[src/hw/rtl/bmorph_pkg.sv]
`default_nettype none

package bmorph_pkg;

    localparam int PIX_W        = 8;
    localparam int CFG_IDX_W    = 3;
    localparam int CFG_DATA_W   = 13;
    localparam int WIDTH_REG_W  = 11;
    localparam int HEIGHT_REG_W = 13;

    localparam logic [CFG_IDX_W-1:0] REG_WIDTH  = 3'd0;
    localparam logic [CFG_IDX_W-1:0] REG_HEIGHT = 3'd1;
    localparam logic [CFG_IDX_W-1:0] REG_OP     = 3'd2;
    localparam logic [CFG_IDX_W-1:0] REG_DSHAPE = 3'd3;
    localparam logic [CFG_IDX_W-1:0] REG_ESHAPE = 3'd4;

    localparam logic OP_DILATE = 1'b0;
    localparam logic OP_ERODE  = 1'b1;

    localparam logic SHAPE_IS_CROSS  = 1'b0;

    // bit k is window entry k, top left first
    localparam logic [8:0] SHAPE_CROSS  = 9'b010_111_010;
    localparam logic [8:0] SHAPE_SQUARE = 9'b111_111_111;

    localparam logic [PIX_W-1:0] PIX_FULL = 8'd255;
    localparam logic [PIX_W-1:0] PIX_ZERO = 8'd0;

    typedef logic [PIX_W-1:0] pixel_t;

    typedef struct packed {
        logic emit;
        logic last;
        logic top_ok;
        logic bot_ok;
        logic left_ok;
        logic right_ok;
    } bmorph_pos_t;

    typedef struct packed {
        logic   last;
        pixel_t pixel;
    } bmorph_res_t;

endpackage

`default_nettype wire

[src/hw/rtl/bmorph_win.sv]
`default_nettype none

module bmorph_win
    import bmorph_pkg::*;
(
    input  wire logic        clk,
    input  wire logic        rst_n,
    input  wire logic        valid,
    input  wire pixel_t      top,
    input  wire pixel_t      mid,
    input  wire pixel_t      pix,
    input  wire bmorph_pos_t pos,
    input  wire logic        op,
    input  wire logic        dshape,
    input  wire logic        eshape,
    output logic             res_valid,
    output bmorph_res_t      res
);

    pixel_t     win_reg  [9];
    pixel_t     win_next [9];
    logic [8:0] shape;
    logic [8:0] use_k;
    logic       erode;
    logic       hit;

    always_comb
    begin
        win_next[0] = win_reg[1];
        win_next[1] = win_reg[2];
        win_next[2] = top;
        win_next[3] = win_reg[4];
        win_next[4] = win_reg[5];
        win_next[5] = mid;
        win_next[6] = win_reg[7];
        win_next[7] = win_reg[8];
        win_next[8] = pix;
    end

    always_comb
    begin
        int   r;
        int   c;
        int   k;
        logic fg;
        erode = (op == OP_ERODE);
        if (erode)
        begin
            shape = (eshape == SHAPE_IS_CROSS) ? SHAPE_CROSS : SHAPE_SQUARE;
        end
        else
        begin
            shape = (dshape == SHAPE_IS_CROSS) ? SHAPE_CROSS : SHAPE_SQUARE;
        end
        hit   = 1'b0;
        use_k = '0;
        for (r = 0; r < 3; r++)
        begin
            for (c = 0; c < 3; c++)
            begin
                k = r * 3 + c;
                use_k[k] = shape[k]
                         && !(r == 0 && !pos.top_ok)
                         && !(r == 2 && !pos.bot_ok)
                         && !(c == 0 && !pos.left_ok)
                         && !(c == 2 && !pos.right_ok);
                fg  = (win_next[k] != PIX_ZERO);
                hit = hit | (use_k[k] & (erode ? !fg : fg));
            end
        end
        if (hit)
        begin
            res.pixel = erode ? PIX_ZERO : PIX_FULL;
        end
        else
        begin
            res.pixel = win_next[4];
        end
        res.last  = pos.last;
        res_valid = valid && pos.emit;
    end

    always_ff @(posedge clk or negedge rst_n)
    begin
        if (!rst_n)
        begin
            for (int i = 0; i < 9; i++)
            begin
                win_reg[i] <= PIX_ZERO;
            end
        end
        else if (valid)
        begin
            for (int i = 0; i < 9; i++)
            begin
                win_reg[i] <= win_next[i];
            end
        end
    end

endmodule

`default_nettype wire

[config.mk]
export PLATFORM = sky130hd
export DESIGN_NAME = bmorph_win
export DESIGN_NICKNAME = d
export VERILOG_FILES = /design/src/hw/rtl/bmorph_pkg.sv /design/src/hw/rtl/bmorph_win.sv
export SDC_FILE = /design/constraint.sdc
export NUM_CORES = 1
export LEC_CHECK = 0
export BUFFER_PORTS_ARGS = -buffer_cell sky130_fd_sc_hd__clkbuf_2
export CAP_MARGIN = 20
export CORE_AREA = 8 8 77 79
export CTS_CLUSTER_DIAMETER = 40
export CTS_CLUSTER_SIZE = 40
export DETAILED_ROUTE_END_ITERATION = 16
export DIE_AREA = 0 0 85 87
export HOLD_SLACK_MARGIN = 0.02
export PLACE_DENSITY = 0.76
export SETUP_SLACK_MARGIN = 0.15
export SLEW_MARGIN = 0
export SYNTH_ARGS = -nofsm -noshare
export SYNTH_HDL_FRONTEND = slang
export SYNTH_SLANG_ARGS = --single-unit
[constraint.sdc]
create_clock -name clk -period 1.7 [get_ports clk]
set_input_delay 0.17 -clock clk [delete_from_list [all_inputs] [get_ports clk]]
set_output_delay 0.17 -clock clk [all_outputs]
set_load 0.01 [all_outputs]
==> summary.txt <==
Critical path
  – R2R depth: 2
  – R2R Path Start: win_next[33]$_DFFE_PN0P_
  – Crit path buf inv count: 2
  – Worst setup startpoint: win_next[37]$_DFFE_PN0P_
  – Crit-path cells: nor4_1 -> nand2_1 -> a211oi_1 -> a31o_1 -> o2111ai_4 -> buf_12 -> mux2i_1 -> buf_2
  – Delay-heaviest family, CP: compound AO/OA/AOI/OAI gates
  – CP peak stage delay: 0.39 ns
  – Startpoint types: register
  – Critical path endpoint category: output port
  – Class of the most critical setup path: reg2out
  – CP max stage cell: dfrtp_1
  – Crit Reg-Reg Endpoint: win_next[41]$_DFFE_PN0P_
  – CP required: 1.53 ns
  – Worst-path maximum fanout: 8
  – Crit path DAT: 2.19 ns
  – Setup slack, reg-to-reg: 0.73 ns

Yosys
  – Post-synthesis sequential area ratio: 54.5%
  – Most used flip-flop cell after synthesis: dfrtp_1
  – Mapped Avg Cell Area: 12.6 um2
  – Most numerous cell in the Yosys netlist: dfrtp_1
  – Synth top area share: 54.5%
  – Yosys reg bits: 48
  – Area leader, netlist: dfrtp_1
  – Syn_nets: 211
  – Yosys warns: 0
  – Synth area leaders: dfrtp_1 (55%), mux2_1 (20%), nor4_1 (5.1%)
  – EDFF count, synth: 0
  – Library cells used by synthesis: 25
  – Cells after Synth: 175
  – Async set or reset register ratio after synthesis: 100%
  – Post-synthesis cell area: 2200 um2
  – Synth top cells by count: dfrtp_1 (48), mux2_1 (40), nand2_1 (18), nor4_1 (18)

Cells and area
  – Number of flip-flops in the largest register: 48
  – Layout filler cell count: 384
  – Layout cell share with drive strength beyond 1: 40.3%
  – Final core occ: 61.5%
  – Area Growth Syn to Fin: 35.3%
  – Post-layout instance area: 2980 um2
  – Ant. Diodes: 0
  – # nets final: 293

Clock tree
  – Root Driver: clkbuf_8
  – Bufs on Longest Clock Path: 2
  – Skew-Pair Late Insertion Delay: 0.30 ns
  – Clock H-tree levels: 2
  – Total clock sinks: 48
  – Clk slew on worst S/H paths: 0.09 ns
  – CTS tree: done
  – CTS Buf Count: 5

Job
  – Max Cap Viol: 0

Global route
  – First-pass GRT wire length: 8.31 mm
  – Antenna violations before repair: 0
  – Grt total ovfl: 0
  – Vias in the first global route: 1853
  – Total track usage: 14.1%
  – Largest net degree at the start of global routing: 58

Die
  – Core area: 4850 um2
  – Num ports: 46
  – Std-Cell Rows: 26
  – DIE AREA: 7400 um2
  – Die W: 85 um
  – Initial Util: 45.4%
  – Die height: 87 um

Detailed routing
  – Antenna Nets Post-Route: 0
  – Drt total wl: 4.97 mm
  – Via density: 5.26
  – Vias post-DR: 1652
  – Iteration count of the initial detailed-routing pass: 4
  – DR WL/cell: 15.8 um
  – Initial drt markers: 76
  – DRC: 0

Pwr
  – Worst IR Drop VDD: 0.554 mV
  – PD cells: 908 nW/um2
  – Static Leak: 1.38 nW

STA
  – Final-report setup violation count: 8
  – Final worst slack: -0.663 ns
  – RSZ-0062 raised after global routing: true
  – Least-Margin Pin Slew: 0.538 ns
  – Final Hold Viols: 0
  – Slew headroom: 64.2%
  – Slew Limit Fails: 0
  – Crit path time final: 2.36 ns
  – Fin crit share: 139%
  – Setup Skew: 0.00607 ns
  – Fmax: 423 MHz

Hold path
  – Worst hold start: pix[2]
  – WHS Endpoint: win_next[10]$_DFFE_PN0P_
  – Worst hold path class: in2reg
  – Hold path depth: 2

Place
  – Placement Setup Slack: -0.505 ns
  – # port buffers: 43
  – Post-DP Area: 2750 um2
  – Post-DP HPWL: 3.64 mm
  – RD Place Congestion: 0.763

Outcome
  – Failing checks: setup timing
  – Outcome: finished, violations left
[worst register-to-register path, cell delays in order (launching register included)]
cell	delay (ns)
dfrtp_1	0.41
buf_4	0.15
mux2_1	0.29
[power breakdown]
group	leakage, nW	internal, mW	total [mW]	switching (mW)
logic	0.752	0.261	0.467	0.205
clock network	0.0614	0.481	0.861	0.380
registers	0.569	1.28	1.38	0.101
[layer usage]
metal / vias up / wire length, um / track usage, %
met4: 0 / 132 / 5.66
met5: - / 0 / 0
met2: 32 / 2570 / 24.1
li1: 798 / - / -
met3: 16 / 169 / 4.34
met1: 806 / 2100 / 16.0
[stage by stage]
stage | power, mW | setup TNS (ns) | hold WS (ns) | instances
6_report | 2.71 | -5.15 | 0.0920 | 314
5_1_grt | 2.83 | -6.31 | 0.0954 | 314
4_1_cts | 2.70 | -5.80 | 0.0912 | 314
3_5_place_dp | 1.83 | -3.94 | 0.181 | 303
3_3_place_gp | 1.80 | -3.29 | 0.175 | 303
2_1_floorplan | 1.58 | -1.75 | -0.126 | 175
[final cells by class]
class	count	area [um2]	area share, %
repair buffers	84	563	18.9
multi-input cells	109	991	33.2
inverters	9	33.8	1.13
well taps	56	70.1	2.35
clock inverters	2	38.8	1.30
clock buffers	6	82.6	2.77
flip-flops and latches	48	1200	40.3
[cell usage in the layout, fill, tap and decap left out, types with 2 or more instances in the layout]
| cell | n |
|---|---|
| buf_12 | 3 |
| buf_2 | 8 |
| buf_4 | 37 |
| clkbuf_2 | 35 |
| clkbuf_8 | 6 |
| dfrtp_1 | 48 |
| inv_1 | 8 |
| mux2_1 | 40 |
| mux2i_1 | 8 |
| nand2_1 | 18 |
| nand3_1 | 2 |
| nor4_1 | 12 |
| nor4_2 | 4 |
| nor4_4 | 2 |
| o211ai_1 | 2 |
| o21ai_1 | 8 |
[cell families (layout without fill, tap and decap cells)]
| kind of cell | count (synthesis) | in the layout | synth area share [%] |
|---|---|---|---|
| compound gates | 17 | 17 | 6.53 |
| xor+xnor | 3 | 3 | 1.19 |
| buf+inv | 18 | 101 | 3.81 |
| flops | 48 | 48 | 54.5 |
| mux | 49 | 49 | 24.8 |
| simple gates | 40 | 40 | 9.15 |
[how the worst max path moves through the flow]
stage	endpoint	cells past startpoint
final	res[4]	8
after global routing	res[4]	8
after CTS	res[4]	8
after detailed placement	res[4]	7
after global placement	res[7]	7
after floorplan	res[0]	6
[timing repair]
item                       4_1_cts  5_1_grt
hold endpoints to repair        20        0
hold buffers                     1        0
buffers inserted                 2        0
pin swaps                        5        5
setup endpoints to repair        8        8
gates resized for setup          3       16
No activity file was read; power rests on OpenSTA's default activity.
